`config.mk`:
```
export PLATFORM = sky130hd
export DESIGN_NAME = rat_cell
export DESIGN_NICKNAME = d
export VERILOG_FILES = /design/src/rat_pkg.sv /design/src/rat_cell.sv
export SDC_FILE = /design/constraint.sdc
export NUM_CORES = 1
export LEC_CHECK = 0
export BUFFER_PORTS_ARGS = -buffer_cell sky130_fd_sc_hd__clkbuf_2
export CORE_MARGIN = 2
export CORE_UTILIZATION = 30
export CTS_BUF_LIST = sky130_fd_sc_hd__clkbuf_4 sky130_fd_sc_hd__clkbuf_8
export DETAILED_ROUTE_END_ITERATION = 8
export PLACE_DENSITY = 0.54
export SETUP_SLACK_MARGIN = 0.1
export SLEW_MARGIN = 25
export SYNTH_ARGS = -nofsm -noshare
export SYNTH_HDL_FRONTEND = slang
export SYNTH_SLANG_ARGS = --single-unit
```
`constraint.sdc`:
```
create_clock -name clk -period 18.9 [get_ports clk]
set_input_delay 3.78 -clock clk [delete_from_list [all_inputs] [get_ports clk]]
set_output_delay 3.78 -clock clk [all_outputs]
set_load 0.02 [all_outputs]
```
`src/rat_pkg.sv`:
```
`default_nettype none

package rat_pkg;

    localparam int unsigned REGIONS_DEF    = 64;
    localparam int unsigned WORD_BYTES_DEF = 8;

    localparam int unsigned TYPE_W   = 3;
    localparam int unsigned RADDR_W  = 64;
    localparam int unsigned VADDR_W  = 32;
    localparam int unsigned SIZE_W   = 32;
    localparam int unsigned STATUS_W = 2;
    localparam int unsigned ENTRY_W  = 6;

    // Request codes; the two remaining encodings are unused and answer a miss.
    typedef enum logic [TYPE_W-1:0] {
        RT_ADD    = 3'd0,
        RT_R2V    = 3'd1,
        RT_V2R_RD = 3'd2,
        RT_V2R_WR = 3'd3,
        RT_DEL    = 3'd4,
        RT_FIRST  = 3'd5
    } req_type_t;

    typedef enum logic [STATUS_W-1:0] {
        ST_OK   = 2'd0,
        ST_MISS = 2'd1,
        ST_FULL = 2'd2
    } status_t;

    typedef enum logic [1:0] {
        S_IDLE,
        S_DISPATCH,
        S_SEARCH,
        S_DONE
    } fsm_t;

    typedef struct packed {
        logic [TYPE_W-1:0]  req_type;
        logic [RADDR_W-1:0] real_addr;
        logic [VADDR_W-1:0] virt_addr;
        logic [SIZE_W-1:0]  region_size;
    } req_t;

    typedef struct packed {
        logic               en;
        logic [RADDR_W-1:0] rbase;
        logic [VADDR_W-1:0] vbase;
        logic [SIZE_W-1:0]  size;
    } wr_t;

    // Search token handed from cell to cell, newest entry first.
    typedef struct packed {
        logic               busy;
        logic               found;
        logic [RADDR_W-1:0] addr;
        logic [ENTRY_W-1:0] idx;
    } link_t;

    typedef struct packed {
        status_t            status;
        logic [RADDR_W-1:0] addr;
        logic [ENTRY_W-1:0] idx;
    } res_t;

endpackage

`default_nettype wire

```
`src/rat_cell.sv`:
```
`default_nettype none

module rat_cell #(
    parameter int unsigned IDX        = 0,
    parameter int unsigned CNT_W      = 7,
    parameter int unsigned IDX_W      = 6,
    parameter int unsigned WORD_BYTES = 8
) (
    input  logic                clk,
    input  logic                rst_n,
    input  rat_pkg::req_t       req,
    input  rat_pkg::wr_t        wr,
    input  logic [IDX_W-1:0]    wr_idx,
    input  logic [CNT_W-1:0]    count,
    input  rat_pkg::link_t      link_in,
    output rat_pkg::link_t      link_out
);
    import rat_pkg::*;

    logic [RADDR_W-1:0] rbase_reg;
    logic [VADDR_W-1:0] vbase_reg;
    logic [SIZE_W-1:0]  size_reg;
    logic [SIZE_W-1:0]  size_next;
    link_t              link_reg;
    link_t              link_next;

    logic               is_virt;
    logic [RADDR_W-1:0] addr_sel;
    logic [RADDR_W-1:0] base_sel;
    logic [RADDR_W:0]   diff;
    logic [RADDR_W-1:0] off;
    logic [RADDR_W-1:0] size_ext;
    logic               ge;
    logic               in_range;
    logic               fits;
    logic               del_range;
    logic               live;
    logic               want;
    logic               hit;
    logic [RADDR_W-1:0] other_base;
    logic [RADDR_W-1:0] sum;
    logic [RADDR_W-1:0] xlat;

    always_comb
    begin
        is_virt  = req.req_type != RT_R2V;
        addr_sel = is_virt ? {32'b0, req.virt_addr} : req.real_addr;
        base_sel = is_virt ? {32'b0, vbase_reg} : rbase_reg;
        // The borrow out of the wide subtraction tells whether the address lies below the base.
        diff     = {1'b0, addr_sel} - {1'b0, base_sel};
        ge       = !diff[RADDR_W];
        off      = diff[RADDR_W-1:0];
        size_ext = {32'b0, size_reg};
        in_range = ge && (off < size_ext);
        // Inside the region the offset stays below 2^32, so the sum cannot wrap.
        fits      = (off + RADDR_W'(WORD_BYTES)) < size_ext;
        del_range = ge && (off <= size_ext);
        live      = (size_reg != '0) && (count > CNT_W'(IDX));

        case (req.req_type)
            RT_R2V:    want = in_range && fits;
            RT_V2R_RD: want = in_range && fits;
            RT_V2R_WR: want = in_range;
            RT_DEL:    want = del_range;
            RT_FIRST:  want = (IDX == 0) && in_range && fits;
            default:   want = 1'b0;
        endcase

        hit        = link_in.busy && !link_in.found && live && want;
        other_base = is_virt ? rbase_reg : {32'b0, vbase_reg};
        sum        = other_base + {32'b0, off[31:0]};

        case (req.req_type)
            RT_R2V:  xlat = {32'b0, sum[31:0]};
            RT_DEL:  xlat = '0;
            default: xlat = sum;
        endcase

        link_next = link_in;
        if (hit)
        begin
            link_next.found = 1'b1;
            link_next.addr  = xlat;
            link_next.idx   = ENTRY_W'(IDX);
        end

        size_next = size_reg;
        if (wr.en && (wr_idx == IDX_W'(IDX)))
        begin
            size_next = wr.size;
        end
        else if (hit && (req.req_type == RT_DEL))
        begin
            size_next = '0;
        end
    end

    always_ff @(posedge clk)
    begin
        if (wr.en && (wr_idx == IDX_W'(IDX)))
        begin
            rbase_reg <= wr.rbase;
            vbase_reg <= wr.vbase;
        end
        size_reg <= size_next;
    end

    always_ff @(posedge clk or negedge rst_n)
    begin
        if (!rst_n)
        begin
            link_reg <= '0;
        end
        else
        begin
            link_reg <= link_next;
        end
    end

    assign link_out = link_reg;

endmodule

`default_nettype wire

```
**Word level (Yosys, flattened, before mapping)**

Index checks and enable logic that the tools add are counted.

- $add $sub $neg: 3
- Magnitude comparators: 4
- Equal/unequal tests: 6
- Muxes and demuxes: 8
- Reductions and logical operators: 15

Operators by type and width:

| kind | number |
|---|---|
| 2-to-1 mux 64 bit | 3 |
| less-than comparator 64 x 32 -> 1 bit | 2 |
| one-hot mux 64 bit (2 select lines) | 1 |
| 2-to-1 mux 71 bit | 1 |
| subtractor 64 x 64 -> 65 bit | 1 |
| adder 64 x 32 -> 64 bit | 1 |
| adder 64 x 4 -> 64 bit, second input constant | 1 |
| less-or-equal comparator 64 x 32 -> 1 bit | 1 |
| 2-to-1 mux 32 bit | 2 |
| nonzero test 32 bit | 1 |
| logical AND 1 bit | 9 |
| > comparator 7 x 1 -> 1 bit, second input constant | 1 |
| equality test 3 x 2 -> 1 bit, second input constant | 2 |
| equality test 3 bit, second input constant | 2 |
| logical NOT 6 bit | 1 |
| equality test 3 x 1 -> 1 bit, second input constant | 1 |
| inequality test 3 x 1 -> 1 bit, second input constant | 1 |
| one-hot mux 1 bit (3 select lines) | 1 |
| OR reduction 3 bit | 1 |
| logical NOT 1 bit | 2 |
| nonzero test 2 bit | 1 |

- Bits in registers: 200
- Input port bits: 347
- Output and inout bits: 72
- Word-level logic and storage cells: 43

**Longest topological paths before layout**

- Word-level depth: 11
- Depth in mapped cells: 36

**Worst setup path before layout**

No wires, ideal clock.

- Kind: input to register
- Start point: in req[128] (netlist name)
- End point: reg size_reg[0] (enable)
- Library setup time: 428 ps
- Arrival: 10269 ps
- Data required time: 18472 ps
- Path slack: 8203 ps
- Stages on the path: 27
- Path buffers: 4
- Cells stage by stage: nor2b_1 nor2b_1 clkbuf_1 clkbuf_1 buf_1 mux2i_1 ha_1 buf_2 a21oi_1 o21ai_0 or3_1 a21oi_1 xnor2_1 ha_1 a21o_1 a21oi_1 nor2b_1 o21ai_0 nand2b_1 a21oi_1 nor2b_1 o21ai_0 nand2b_1 a221oi_1 a31o_2 nand4_1 o21bai_1

- Word-level cells in the longest chain between the ends: 10
- Elaborated cells between the ends (all ways): 22
- Those cells by class: 2 x add/sub; 3 x order compare; 6 x eq/ne; 3 x mux; 8 x reduce/logical

Ends and longest elaborated chain:

| element | RTL line | RTL |
|---|---|---|
| from (decl) | rat_cell.sv:11 | `input rat_pkg::req_t req,` |
| inequality test 3 x 1 -> 1 bit | rat_cell.sv:46 | `is_virt = req.req_type != RT_R2V;` |
| 2-to-1 mux 64 bit, on equally long branches | rat_cell.sv:47, rat_cell.sv:48 |  |
| subtractor 64 x 64 -> 65 bit | rat_cell.sv:50 | `diff = {1'b0, addr_sel} - {1'b0, base_sel};` |
| adder 64 x 4 -> 64 bit, or another cell as far along | rat_cell.sv:56 | `fits = (off + RADDR_W'(WORD_BYTES)) < size_ext;` |
| less-than comparator 64 x 32 -> 1 bit / logical AND 1 bit (equally long branches) | rat_cell.sv:56, rat_cell.sv:54 |  |
| logical AND 1 bit | rat_cell.sv:61, rat_cell.sv:62, rat_cell.sv:65 |  |
| one-hot mux 1 bit (3 select lines) | rat_cell.sv:60 | `case (req.req_type)` |
| logical AND 1 bit | rat_cell.sv:69 | `hit = link_in.busy && !link_in.found && live && want;` |
| logical AND 1 bit (*) | rat_cell.sv:92 | `else if (hit && (req.req_type == RT_DEL))` |
| nonzero test 2 bit (no line) (*) | - |  |
| to (signal assigned) | rat_cell.sv:105 | `size_reg <= size_next;` |
| to (decl) | rat_cell.sv:22 | `logic [SIZE_W-1:0] size_reg;` |

Mark *: on every way between the ends. The rest lies on a longest branch, timed or not.
A chain may end at the register's enable or synchronous reset.

==> summary.md <==
| Metric | Value |
|---|---|
| Most area-consuming cells after synthesis | sky130_fd_sc_hd__edfxtp_1 (22%), sky130_fd_sc_hd__ha_1 (11%), sky130_fd_sc_hd__dfrtp_1 (10%) |
| Total length of routed met2 wires | roughly 28 mm |
| Power spent charging and discharging nets | 0.501 mW |
| Top cell type by total area after synthesis | sky130_fd_sc_hd__edfxtp_1 |
| Fin Hold WS | 0.655 ns |
| Fmax achieved | 82.7 MHz |
| Gpl congestion | 0.941 |
| Clk Latency, worst-skew pair | 0.59 ns |
| Clock skew | 0.0273 ns |
| Number of distinct library cells after synthesis | 96 |
| Resized Gates After CTS | 0 |
| Logic pwr share | approximately two fifths |
| Setup Total Neg Slack | 0 ns |
| H-tree depth | 4 |
| Overall via count from detail_route | around 17000 |
| Count of TritonRoute iterations in the first routing pass | 5 |
| Num CTS Buffers | 17 |
| Number of global-route vias before repair | approximately 16000 |
| Longest individual stage delay on the worst path | 0.70 ns |
| Power per standard cell area | around 62 nW/um^2 |
| Largest register FFs | 72 |
| Std-Cell Core Area | 58900 um^2 |
| Share of layout cells above drive strength 1 | 20.7% |
| Proportion of synthesized chip area in sequential cells | about a third |
| Number of cells after detailed placement | 3233 |
| Switch share | 38.7% |
| Total met3 wirelength after detailed routing | 3.25 mm |
| Count of endpoints failing setup in the final report | 0 |
| Share of the core filled with cells | between 30 and 40% |
| CTS Sinks | 200 |
| Final Total Pwr | 1.30 mW |
| Endpoint class of the critical path | register |
| Final count of hold timing violations | 0 |
| Post-CTS repair timing setup buffer count | 0 |
| Netlist Area Pre-Place | approximately 18000 um^2 |
| Internal Power | 0.795 mW |
| Result of the run | complete, no violations |
| Critical Path Most Common Cell | sky130_fd_sc_hd__buf_4 |
| Flop and latch count out of synthesis | 200 |
| GRT Resource Usage Total | 20.7% |
| Hold buffers post-CTS | 0 |
| Post-route clock period utilization | 64.0% |
| Clock power share | 23.2% |
| Critical path start-end classification | input port to register |
| Post-CTS clock slew at the launch and capture registers of the worst setup and hold paths | 0.12 ns |
| Crit start category | input port |
| Top Ports | 419 |
| Final wirelength | 64.8 mm |
| Reported leakage power | 9.73 nW |
| Max-Cap Viols | 0 |
| Pre-CTS setup slack | between 5 and 6 ns |
| Final non-filler cell total | 3273 |
| Worst-path maximum fanout | 64 |
| Synth Flop Type | sky130_fd_sc_hd__edfxtp_1 |
| Synthesis-to-finish area growth | 17.7% |
| Starting density of the core | 30.3% |
| # nets final | 2987 |
| Wire length of the first global-routing pass | 95.5 mm |
| RSZ-0062 raised after global routing | no |
| Min cycle time layout | 12.09 ns |
| Critical path's slowest cell | sky130_fd_sc_hd__buf_4 |
| Top layer reached by signal wires | met4 |
| Die ar. | 61400 um^2 |
| Number of synthesized flops with an enable pin | 128 |
| Vias per cell | 5.22 |
| Sequential share of power | 36.9% |
| Detailed-route wire length per cell | 19.8 um |
| Worst-case clock buffer depth | 2 |
| Data arrival time of the worst path | 12.53 ns |
| Share of flip-flops with an asynchronous set or reset after synthesis | 36.0% |
| Syn_area_per_cell | 8.34 um^2 |
| Final number of max-transition violations | 0 |
| Cell at the root of the clock tree | sky130_fd_sc_hd__clkbuf_8 |
| Synth Warn # | 0 |
| Gate count of the mapped netlist | approximately 2100 |
| Clock tree from TritonCTS | built |
| Detail Placement HPWL | between 50 and 60 mm |
| Number of DRC markers in iteration 0 | about 1200 |
| Die X | ~250 um |
| Largest net degree at the start of global routing | 80 |
| Maximum ir drop on the vdd rail | 0.0000575 V |
| Total overflow reported by the global router | 0 |
| Number of port buffers | between 300 and 400 |
| Total DRC errors in the routed layout | 0 |
| Final instance area | 21000 um^2 |
| Number of antenna violations at the first check in global routing | 6 |
| Final worst setup slack | 6.81 ns |
| Die Y-Extent | 248 um |
| Req. time, crit path | roughly 19 ns |
| Count of nets left with antenna violations after detail routing | 0 |
| Routed met1 length | 31.5 mm |
| Measured slew at the worst slew-check pin | 0.967 ns |
| Net count of the mapped netlist | between 2000 and 3000 |
| Area post-placement | 20500 um^2 |
| Worst min-delay path class | register to register |
| Area fraction of the dominant cell type after synthesis | 21.5% |
| Rel. slew slack | 35.1% |
| Number of placement rows | 89 |
-- kinds of logic (layout without fill, tap and decap cells) --
logic type | after synthesis | after routing | synth area share [%]
buf+inv | 190 | 543 | 4.15
mux | 40 | 40 | 2.25
xor+xnor | 134 | 134 | 6.70
flops | 200 | 200 | 31.6
other cells | 0 | 7 | 0
fa+ha+maj | 160 | 160 | 11.3
compound gates | 496 | 496 | 18.0
simple gates | 920 | 920 | 25.9
-- power groups by stage --
stage / sequential, mW / combinational (mW) / clock (mW)
after floorplan: 0.497 / 0.343 / 0
after CTS: 0.478 / 0.511 / 0.315
final: 0.478 / 0.517 / 0.301
after detailed placement: 0.488 / 0.508 / 0
after global placement: 0.487 / 0.502 / 0
after global routing: 0.479 / 0.570 / 0.327
-- placed cells by master (no fill, tap or decap), types with 9 or more instances in the layout --
cell type,synthesis,routed
sky130_fd_sc_hd__a211oi_1,15,15
sky130_fd_sc_hd__nor4_1,30,29
sky130_fd_sc_hd__mux2i_1,39,39
sky130_fd_sc_hd__nand2_1,374,374
sky130_fd_sc_hd__clkbuf_2,0,385
sky130_fd_sc_hd__o31ai_1,13,13
sky130_fd_sc_hd__dfrtp_1,72,72
sky130_fd_sc_hd__xnor2_1,67,67
sky130_fd_sc_hd__xor2_1,64,64
sky130_fd_sc_hd__ha_1,158,158
sky130_fd_sc_hd__nor2_1,117,117
sky130_fd_sc_hd__nand2b_1,21,20
sky130_fd_sc_hd__buf_4,2,13
sky130_fd_sc_hd__a21o_1,62,62
sky130_fd_sc_hd__edfxtp_1,128,128
sky130_fd_sc_hd__o21ai_0,137,137
sky130_fd_sc_hd__and3_1,20,20
sky130_fd_sc_hd__and2_1,74,74
sky130_fd_sc_hd__nand4_1,51,51
sky130_fd_sc_hd__inv_1,111,111
sky130_fd_sc_hd__a21oi_1,127,126
sky130_fd_sc_hd__or3_1,15,15
sky130_fd_sc_hd__nor2b_1,17,16
sky130_fd_sc_hd__o21ai_1,9,9
sky130_fd_sc_hd__o21a_1,13,13
sky130_fd_sc_hd__o211ai_1,16,16
sky130_fd_sc_hd__or2_2,9,9
sky130_fd_sc_hd__o21bai_1,17,16
sky130_fd_sc_hd__nor3_1,45,45
sky130_fd_sc_hd__clkbuf_8,0,17
sky130_fd_sc_hd__nand3_1,58,58
sky130_fd_sc_hd__or3b_2,32,32
sky130_fd_sc_hd__a31oi_1,14,14
-- synth_stat cells, drive strengths merged (62+ instances only) --
master  instances
nand2         374
ha            158
o21ai         147
a21oi         131
edfxtp        128
nor2          117
inv           111
and2           75
dfrtp          72
xnor2          69
xor2           65
a21o           62
-- layout make-up --
type                            instances  area (um^2)
Fill cell                            6102        37900
Multi-Input combinational cell       1750        11500
Sequential cell                       200         5650
Timing Repair Buffer                  400         2050
Tap cell                              773          967
Inverter                              111          417
Clock buffer                           17          234
Clock inverter                         15          186
Antenna cell                            7         17.5
-- critical path, delay by kind of cell --
kind                     cells  cell delay (ns)
AND/OR/NAND/NOR             14             3.38
AO/OA/AOI/OAI                8             1.87
buffers and inverters        4             1.58
adder cells (fa/ha/maj)      2             0.82
XOR/XNOR                     2             0.75
multiplexers                 1             0.21
-- per-layer routing --
metal  global-route usage [%]  up-vias
met3                     2.98       75
met2                     31.0      532
met4                     7.70        0
li1                         -     8379
met1                     30.1     8097
met5                        0        -
-- path summary, 6_finish.rpt --
| kind | from | endpoint | slack (ns) | cells after the start |
|---|---|---|---|---|
| setup / recovery | req[128] | link_out[6]$_DFF_PN0_ | 6.81 | 31 |
| hold / removal | rbase_reg[62]$_DFFE_PP_ | link_out[68]$_DFF_PN0_ | 0.66 | 2 |
| setup reg to reg | vbase_reg[0]$_DFFE_PP_ | link_out[6]$_DFF_PN0_ | 11.27 | 29 |
| hold reg to reg | rbase_reg[62]$_DFFE_PP_ | link_out[68]$_DFF_PN0_ | 0.66 | 2 |
| max in group asynchronous | rst_n | link_out[12]$_DFF_PN0_ | 15.19 | 1 |
| min in group asynchronous | rst_n | link_out[66]$_DFF_PN0_ | 3.17 | 1 |
No activity file was read; power rests on OpenSTA's default activity.
