<file path="src/rat_pkg.sv">
`default_nettype none

package rat_pkg;

    localparam int unsigned REGIONS_DEF    = 64;
    localparam int unsigned WORD_BYTES_DEF = 8;

    localparam int unsigned TYPE_W   = 3;
    localparam int unsigned RADDR_W  = 64;
    localparam int unsigned VADDR_W  = 32;
    localparam int unsigned SIZE_W   = 32;
    localparam int unsigned STATUS_W = 2;
    localparam int unsigned ENTRY_W  = 6;

    // Request codes; the two remaining encodings are unused and answer a miss.
    typedef enum logic [TYPE_W-1:0] {
        RT_ADD    = 3'd0,
        RT_R2V    = 3'd1,
        RT_V2R_RD = 3'd2,
        RT_V2R_WR = 3'd3,
        RT_DEL    = 3'd4,
        RT_FIRST  = 3'd5
    } req_type_t;

    typedef enum logic [STATUS_W-1:0] {
        ST_OK   = 2'd0,
        ST_MISS = 2'd1,
        ST_FULL = 2'd2
    } status_t;

    typedef enum logic [1:0] {
        S_IDLE,
        S_DISPATCH,
        S_SEARCH,
        S_DONE
    } fsm_t;

    typedef struct packed {
        logic [TYPE_W-1:0]  req_type;
        logic [RADDR_W-1:0] real_addr;
        logic [VADDR_W-1:0] virt_addr;
        logic [SIZE_W-1:0]  region_size;
    } req_t;

    typedef struct packed {
        logic               en;
        logic [RADDR_W-1:0] rbase;
        logic [VADDR_W-1:0] vbase;
        logic [SIZE_W-1:0]  size;
    } wr_t;

    // Search token handed from cell to cell, newest entry first.
    typedef struct packed {
        logic               busy;
        logic               found;
        logic [RADDR_W-1:0] addr;
        logic [ENTRY_W-1:0] idx;
    } link_t;

    typedef struct packed {
        status_t            status;
        logic [RADDR_W-1:0] addr;
        logic [ENTRY_W-1:0] idx;
    } res_t;

endpackage

`default_nettype wire

</file>
<file path="src/rat_if.sv">
`default_nettype none

interface rat_req_if;
    logic                        valid;
    logic                        ready;
    logic [rat_pkg::TYPE_W-1:0]  req_type;
    logic [rat_pkg::RADDR_W-1:0] real_addr;
    logic [rat_pkg::VADDR_W-1:0] virt_addr;
    logic [rat_pkg::SIZE_W-1:0]  region_size;

    modport source (output valid, req_type, real_addr, virt_addr, region_size, input ready);
    modport sink   (input valid, req_type, real_addr, virt_addr, region_size, output ready);
endinterface

interface rat_rsp_if;
    logic                         valid;
    logic                         ready;
    logic [rat_pkg::STATUS_W-1:0] status;
    logic [rat_pkg::RADDR_W-1:0]  result_addr;
    logic [rat_pkg::ENTRY_W-1:0]  entry_index;

    modport source (output valid, status, result_addr, entry_index, input ready);
    modport sink   (input valid, status, result_addr, entry_index, output ready);
endinterface

`default_nettype wire

</file>
<file path="src/rat_ctrl.sv">
`default_nettype none

module rat_ctrl #(
    parameter int unsigned REGIONS = 64,
    parameter int unsigned CNT_W   = 7,
    parameter int unsigned IDX_W   = 6
) (
    input  logic             clk,
    input  logic             rst_n,
    rat_req_if.sink          req,
    rat_rsp_if.source        rsp,
    output rat_pkg::req_t    bcast,
    output rat_pkg::wr_t     wr,
    output logic [IDX_W-1:0] wr_idx,
    output logic [CNT_W-1:0] count,
    output rat_pkg::link_t   link_head,
    input  rat_pkg::link_t   link_tail
);
    import rat_pkg::*;

    fsm_t             state_reg;
    fsm_t             state_next;
    req_t             req_reg;
    logic [CNT_W-1:0] count_reg;
    logic [CNT_W-1:0] count_next;
    res_t             res_reg;
    res_t             res_next;
    logic             out_valid_reg;
    logic             out_valid_next;
    res_t             out_reg;
    logic             accept;
    logic             load;
    logic             is_search;

    assign accept = req.valid && req.ready;
    assign load   = (state_reg == S_DONE) && (!out_valid_reg || rsp.ready);

    always_comb
    begin
        case (req_reg.req_type)
            RT_R2V, RT_V2R_RD, RT_V2R_WR, RT_DEL, RT_FIRST: is_search = 1'b1;
            default:                                        is_search = 1'b0;
        endcase
    end

    always_comb
    begin
        state_next = state_reg;
        case (state_reg)
            S_IDLE:
            begin
                if (accept)
                begin
                    state_next = S_DISPATCH;
                end
            end
            S_DISPATCH:
            begin
                state_next = is_search ? S_SEARCH : S_DONE;
            end
            S_SEARCH:
            begin
                if (link_tail.busy)
                begin
                    state_next = S_DONE;
                end
            end
            S_DONE:
            begin
                if (load)
                begin
                    state_next = S_IDLE;
                end
            end
            default:
            begin
                state_next = S_IDLE;
            end
        endcase
    end

    always_comb
    begin
        req.ready  = state_reg == S_IDLE;
        wr.en      = 1'b0;
        wr.rbase   = req_reg.real_addr;
        wr.vbase   = req_reg.virt_addr;
        wr.size    = req_reg.region_size;
        link_head  = '0;
        count_next = count_reg;
        res_next   = res_reg;

        case (state_reg)
            S_DISPATCH:
            begin
                if (req_reg.req_type == RT_ADD)
                begin
                    if (count_reg >= CNT_W'(REGIONS))
                    begin
                        res_next = '{status: ST_FULL, addr: '0, idx: '0};
                    end
                    else
                    begin
                        wr.en      = 1'b1;
                        count_next = count_reg + CNT_W'(1);
                        res_next   = '{status: ST_OK, addr: '0, idx: ENTRY_W'(count_reg)};
                    end
                end
                else if (is_search)
                begin
                    link_head.busy = 1'b1;
                end
                else
                begin
                    res_next = '{status: ST_MISS, addr: '0, idx: '0};
                end
            end
            S_SEARCH:
            begin
                if (link_tail.busy)
                begin
                    if (link_tail.found)
                    begin
                        res_next = '{status: ST_OK, addr: link_tail.addr, idx: link_tail.idx};
                    end
                    else
                    begin
                        res_next = '{status: ST_MISS, addr: '0, idx: '0};
                    end
                end
            end
            default:
            begin
            end
        endcase

        if (load)
        begin
            out_valid_next = 1'b1;
        end
        else if (rsp.ready)
        begin
            out_valid_next = 1'b0;
        end
        else
        begin
            out_valid_next = out_valid_reg;
        end
    end

    always_ff @(posedge clk or negedge rst_n)
    begin
        if (!rst_n)
        begin
            state_reg     <= S_IDLE;
            count_reg     <= '0;
            out_valid_reg <= 1'b0;
        end
        else
        begin
            state_reg     <= state_next;
            count_reg     <= count_next;
            out_valid_reg <= out_valid_next;
        end
    end

    always_ff @(posedge clk)
    begin
        if (accept)
        begin
            req_reg <= '{req_type: req.req_type, real_addr: req.real_addr,
                         virt_addr: req.virt_addr, region_size: req.region_size};
        end
        res_reg <= res_next;
        if (load)
        begin
            out_reg <= res_reg;
        end
    end

    assign bcast           = req_reg;
    assign wr_idx          = count_reg[IDX_W-1:0];
    assign count           = count_reg;
    assign rsp.valid       = out_valid_reg;
    assign rsp.status      = out_reg.status;
    assign rsp.result_addr = out_reg.addr;
    assign rsp.entry_index = out_reg.idx;

    a_tail_in_search: assert property (@(posedge clk) disable iff (!rst_n)
        link_tail.busy |-> state_reg == S_SEARCH)
        else $error("search token left the row of cells outside a search");

    a_count_step: assert property (@(posedge clk) disable iff (!rst_n)
        wr.en |=> count_reg == $past(count_reg) + CNT_W'(1))
        else $error("entry count did not advance after an append");

    a_count_bound: assert property (@(posedge clk) disable iff (!rst_n)
        count_reg <= CNT_W'(REGIONS))
        else $error("entry count exceeds table capacity");

    a_miss_clean: assert property (@(posedge clk) disable iff (!rst_n)
        (state_reg == S_SEARCH) && link_tail.busy && !link_tail.found
        |=> (res_reg.status == ST_MISS) && (res_reg.addr == '0) && (res_reg.idx == '0))
        else $error("unmatched search did not give a clean miss");

endmodule

`default_nettype wire

</file>
<file path="src/flat_wrapper.sv">
// flat-port wrapper written by rule: the top's interface ports become plain ports
module rat_ctrl_flat import rat_pkg::*;
#(
    parameter int unsigned REGIONS = 64,
    parameter int unsigned CNT_W   = 7,
    parameter int unsigned IDX_W   = 6
)
  (clk, rst_n, bcast, wr, wr_idx, count, link_head, link_tail, req_valid, req_req_type, req_real_addr, req_virt_addr, req_region_size, req_ready, rsp_valid, rsp_status, rsp_result_addr, rsp_entry_index, rsp_ready);
  rat_req_if req_i ();
  rat_rsp_if rsp_i ();
  input  logic clk;
  input  logic rst_n;
  output rat_pkg::req_t bcast;
  output rat_pkg::wr_t wr;
  output logic [IDX_W-1:0] wr_idx;
  output logic [CNT_W-1:0] count;
  output rat_pkg::link_t link_head;
  input  rat_pkg::link_t link_tail;
  input wire logic [$bits(req_i.valid)-1:0] req_valid;
  input wire logic [$bits(req_i.req_type)-1:0] req_req_type;
  input wire logic [$bits(req_i.real_addr)-1:0] req_real_addr;
  input wire logic [$bits(req_i.virt_addr)-1:0] req_virt_addr;
  input wire logic [$bits(req_i.region_size)-1:0] req_region_size;
  output wire logic [$bits(req_i.ready)-1:0] req_ready;
  output wire logic [$bits(rsp_i.valid)-1:0] rsp_valid;
  output wire logic [$bits(rsp_i.status)-1:0] rsp_status;
  output wire logic [$bits(rsp_i.result_addr)-1:0] rsp_result_addr;
  output wire logic [$bits(rsp_i.entry_index)-1:0] rsp_entry_index;
  input wire logic [$bits(rsp_i.ready)-1:0] rsp_ready;
  assign req_i.valid = req_valid;
  assign req_i.req_type = req_req_type;
  assign req_i.real_addr = req_real_addr;
  assign req_i.virt_addr = req_virt_addr;
  assign req_i.region_size = req_region_size;
  assign req_ready = req_i.ready;
  assign rsp_valid = rsp_i.valid;
  assign rsp_status = rsp_i.status;
  assign rsp_result_addr = rsp_i.result_addr;
  assign rsp_entry_index = rsp_i.entry_index;
  assign rsp_i.ready = rsp_ready;
  rat_ctrl #(.REGIONS(REGIONS), .CNT_W(CNT_W), .IDX_W(IDX_W)) u_core (.clk(clk), .rst_n(rst_n), .req(req_i), .rsp(rsp_i), .bcast(bcast), .wr(wr), .wr_idx(wr_idx), .count(count), .link_head(link_head), .link_tail(link_tail));
endmodule
</file>
<file path="config.mk">
export PLATFORM = sky130hd
export DESIGN_NAME = rat_ctrl_flat
export DESIGN_NICKNAME = d
export VERILOG_FILES = /design/src/rat_pkg.sv /design/src/rat_if.sv /design/src/rat_ctrl.sv /design/src/flat_wrapper.sv
export SDC_FILE = /design/constraint.sdc
export NUM_CORES = 1
export LEC_CHECK = 0
export BUFFER_PORTS_ARGS = -buffer_cell sky130_fd_sc_hd__buf_2
export CAP_MARGIN = 20
export CORE_AREA = 2 2 242 244
export DETAILED_ROUTE_END_ITERATION = 10
export DIE_AREA = 0 0 244 246
export GPL_TIMING_DRIVEN = 1
export PLACE_DENSITY = 0.4
export REMOVE_ABC_BUFFERS = 1
export SYNTH_ARGS = -nofsm -noshare
export SYNTH_HDL_FRONTEND = slang
export SYNTH_SLANG_ARGS = --single-unit
</file>
<file path="constraint.sdc">
create_clock -name clk -period 4.7 [get_ports clk]
set_input_delay 1.175 -clock clk [delete_from_list [all_inputs] [get_ports clk]]
set_output_delay 1.175 -clock clk [all_outputs]
set_load 0.005 [all_outputs]
</file>
[After elaboration in Yosys (flattened, before gate mapping)]
Cells that the tools add are included.
Operators by class
  add/subtract/negate cells: 1
  order comparisons: 1
  equal/unequal tests: 12
  muxes and demuxes: 20
  bitwise operators: 1
  reductions and logical operators: 12
Operator list (number)
  72-bit two-way mux: 4
  72-bit one-hot mux with 2 select lines: 1
  71-bit two-way mux: 1
  1-bit two-way mux: 10
  3-bit AND reduction: 3
  2-bit one-hot mux with 4 select lines: 1
  7-bit by 1-bit adder with 7-bit output, second input constant: 1
  7-bit >= comparator, second input constant: 1
  3-bit by 2-bit equality test with 1-bit output, second input constant: 2
  3-bit equality test, second input constant: 2
  2-bit two-way mux: 3
  5-bit OR reduction: 1
  2-bit equality test, second input constant: 2
  2-bit != test, second input constant: 2
  2-bit nonzero test: 2
  3-bit by 1-bit equality test with 1-bit output, second input constant: 1
  3-bit zero test: 1
  3-bit != test, second input constant: 1
  2-bit by 1-bit equality test with 1-bit output, second input constant: 1
  1-bit logical AND: 2
  2-bit zero test: 1
  2-bit by 1-bit != test with 1-bit output, second input constant: 1
  1-bit zero test: 1
  1-bit logical OR: 1
  1-bit NOT: 1
Storage, ports and cells
  bits in registers: 285
  bits of input ports: 207
  output and inout port bits: 419
  logic and storage cells: 60

[Logic depth before layout (Yosys ltp)]
  word-level depth: 6
  gate-level depth with buffers: 5
  mapped depth without buffers: 5

[Worst setup path before layout]
OpenSTA, ideal clock, no wires.
  kind: in2reg
  from: input rsp_ready
  to: register u_core.out_reg, in the netlist u_core.rsp.entry_index[0] (enable)
  library setup time: 511 ps
  arrival: 4449 ps
  data required time: 4189 ps
  slack: -261 ps
  cell stages on the path: 2
  buffers on the path: 0
  cell sequence: nor2b_1 nor2b_1
On the way
  longest elaborated chain between the ends: 2
RTL lines
  start, declared: line flat_wrapper.sv:29  | input wire logic [$bits(rsp_i.ready)-1:0] rsp_ready;
  1-bit logical OR: line rat_ctrl.sv:36  | assign load = (state_reg == S_DONE) && (!out_valid_reg || rsp.ready);
  1-bit logical AND: line rat_ctrl.sv:36
  via u_core.load: line rat_ctrl.sv:32  | logic load;
  end signal, assigned: line rat_ctrl.sv:177  | out_reg <= res_reg;
  end, declared: line rat_ctrl.sv:30  | res_t out_reg;
The timed path passes the listed nets, and every way through them passes these cells.
A chain may end at the register's enable or synchronous reset.

==> summary.md <==
| Metric | Value |
|---|---|
| Leakage power of the design | 6.362 nW |
| Critical path required time | 3.52 ns |
| Count of nets after finishing | 1292 |
| Post-layout min period | 2.977 ns |
| Final critical-path setup slack | 1.723 ns |
| Vertical die dimension | 246 µm |
| Delay of the slowest cell on the worst path | 0.42 ns |
| Post-synthesis cell type count | 33 |
| Synthesized area | 0.01098 mm² |
| Slew Viols, Final | 0 |
| Inserted Clock Buffers | 35 |
| Slowest CP cell | dfrtp_1 |
| Origin of the critical flop-to-flop path | u_core.bcast[129]$_DFFE_PP_ |
| Slew headroom | 37.94% |
| Avg WL per Cell | 21.53 µm |
| Boundary Pins | 626 |
| DP Worst Slack | 1.851 ns |
| Path depth of the worst reg2reg path | 4 |
| Seq/Total Area, Yosys | 77.47% |
| Global-route total usage across every layer | 12.71% |
| Floorplan Core Area | 0.05737 mm² |
| Clock input transition at the sequential cells of the worst setup and hold paths | 0.06 ns |
| Post-synthesis area per instance | 17.49 µm² |
| Number of hold-slack violations in the final timing report | 0 |
| Number of instances in the placed design | 1806 |
| Die outline area | 0.06002 mm² |
| GR Util met2 | 22.61% |
| Most common cell in the netlist | edfxtp_1 |
| Antenna violation net count after detailed routing | 0 |
| H-Tree Depth | 2 |
| Number of enable-type register cells in the synthesized netlist | 275 |
| Post-route clock period utilization | 63.33% |
| Top delay family on crit path | flip-flops |
| Total routed wirelength | 40300 µm |
| VDD IR max | 329.8 µV |
| First-pass GRT wire length | 52200 µm |
| Number of standard cells in the layout, taps in and fillers out | 1872 |
| Initial antenna violation count | 13 |
| Met3 global-route usage | 4.129% |
| Cell Chain, Critical Path | inv_1 -> ha_1 -> and3_1 -> buf_2 |
| Post-synthesis cell count | 628 |
| Total number of clock tree sinks | 285 |
| Most Used Layer, Global Route | met2 |
| Placement Rows | 88 |
| Max Clk Rate | 336.0 MHz |
| Detailed-route vias per instance | 3.550 |
| Number of search-and-repair iterations in the first detailed-routing pass | 6 |
| Data arrival time at the worst-slack endpoint | 1.80 ns |
| Number of flip-flops under the largest register name | 131 |
| RSZ-0062 raised after global routing | no |
| Starting Density | 19.15% |
| Synthesized flop and latch total | 285 |
| DRC violation total after the first TritonRoute iteration | 251 |
| Share of the synthesized area in the top cell type | 75.19% |
| Via count of the first global-routing pass | 6446 |
| Pwr Density | 601.2 mW/mm² |
| Number of violations of the max-capacitance limit | 0 |
| Leading area contributor after synthesis | edfxtp_1 |
| Number of synthesis warnings | 0 |
| Most used flip-flop cell after synthesis | edfxtp_1 |
| Leftover overflow at the end of global routing | 0 |
| Clock network latency to the later pin of the worst-skew pair | 0.54 ns |
| Hold depth | 0 |
| Met1 track demand over resource | 14.09% |
| Synth top area cells | edfxtp_1, buf_4, and3_1 |
| Final setup skew | 0.008500 ns |
| Drt drc | 0 |
| CP Capture Type | output pin |
| Width of the chip | 244 µm |
| Number of logic stages on the critical path including buffering | 4 |
| Synthesis-to-finish area growth | 33.29% |
| Post-CTS Repair Setup Buffers | 0 |
| Flop-to-flop setup slack | 2.17 ns |
| CTS Buffer Depth | 3 |
| Worst-case hold path end point | u_core.rsp.result_addr[33]$_DFFE_PP_ |
| Critical path class | register to output pin |
| Fraction of layout cells with a size suffix above 1 | 56.07% |
| Worst Path Max Fanout | 7 |
| Result of the run | completed |
| Hold buffers post-CTS | 0 |
| Placer Congestion | 0.8514 |
| Final setup viols | 0 |
| Post-cts gate resize count | 0 |
| Final HPWL from detailed placement | 32150 µm |
| Clock tree from TritonCTS | built |
| Count of input and output buffers | 554 |
| Async S/R FF share, synth | 3.509% |
| Fill count | 6077 |
| Startpoint of the most critical hold path | u_core.res_reg[39]$_SDFFCE_PN0P_ |
| Startpoint type of the worst setup path | register |
| Via count | 6645 |
| Top post-synthesis cells by count | edfxtp_1, buf_4, and3_1, clkbuf_1, dfrtp_1 |
| Root buffer cell | clkbuf_16 |
| Endpoint of the most critical register-to-register path | u_core.res_reg[38]$_SDFFCE_PN0P_ |
| Largest net degree at the start of global routing | 68 |
| Class of the most critical hold timing path | register to register |
| Actual slew at the worst max-slew pin | 0.9309 ns |
| Buffers and inverters on the worst path | 2 |
[cell usage in the layout, fill, tap and decap left out, drive strengths merged, types with 2 or more instances in the layout]
cell type	Yosys	final
clkinv	0	13
inv	6	7
nor2b	4	4
bufinv	0	4
edfxtp	275	275
nand2	2	2
and3	67	67
nand3	3	3
dfrtp	10	10
nand4	2	2
nor2	3	3
buf	208	563
xnor2	5	5
clkbuf	12	44
conb	1	71
a22o	6	6
diode	0	3
nor3	2	2
ha	7	7
and2	3	3
nand2b	2	2
[routing by layer]
| metal | routed length, µm | up-vias |
|---|---|---|
| li1 | - | 2913 |
| met1 | 14700 | 3253 |
| met2 | 20750 | 399 |
| met3 | 3546 | 66 |
| met4 | 1215 | 14 |
| met5 | 90 | - |
[power breakdown]
group	switching [mW]	internal [mW]	total, mW
registers	0.341	3.95	4.29
clock network	1.05	1.62	2.67
logic	1.19	0.651	1.84
total	2.58	6.22	8.80
[worst max path at each step]
stage                                    start                             endpoint
2_1_floorplan                        rsp_ready  u_core.rsp.entry_index[0]$_DFFE_PP_
3_3_place_gp                     link_tail[71]     u_core.res_reg[55]$_SDFFCE_PN0P_
3_5_place_dp                     link_tail[71]     u_core.res_reg[55]$_SDFFCE_PN0P_
4_1_cts            u_core.bcast[129]$_DFFE_PP_                              wr[128]
5_1_grt            u_core.bcast[129]$_DFFE_PP_                              wr[128]
6_report       u_core.state_reg[1]$_DFFE_PN0P_                        link_head[71]
[stage by stage]
stage	power, mW	cell area (µm²)	utilization [%]	TNS, ns	hold WS, ns
5_1_grt	9.274	14630	25.51	0	0.4139
4_1_cts	9.043	14630	25.51	0	0.4105
3_3_place_gp	6.261	13500	23.53	0	0.4008
3_5_place_dp	6.289	13500	23.53	0	0.4056
2_1_floorplan	4.963	9647	-	-18.76	0.4003
6_report	8.801	14640	25.52	0	0.4119
[logic make-up (layout without fill, tap and decap cells)]
kind of cell	count (synthesis)	after routing	synth area share, %
compound gates	10	10	0.7975
xor+xnor	5	5	0.3987
fa+ha+maj	7	7	0.7974
buf+inv	226	632	14.76
flops	285	285	77.47
mux	2	2	0.2278
other cells	1	74	0.03414
simple gates	92	92	5.514
[final cells by class]
class | count | area, µm² | area share, %
sequential | 285 | 8508 | 58.12
timing repair buffer | 563 | 2878 | 19.66
multi-input combinational | 187 | 1135 | 7.752
tap | 765 | 957.2 | 6.538
clock buffer | 44 | 930.9 | 6.359
clock inverter | 19 | 200.2 | 1.368
inverter | 6 | 22.52 | 0.1538
antenna | 3 | 7.507 | 0.05128
Power figures use the tool's default switching activity.
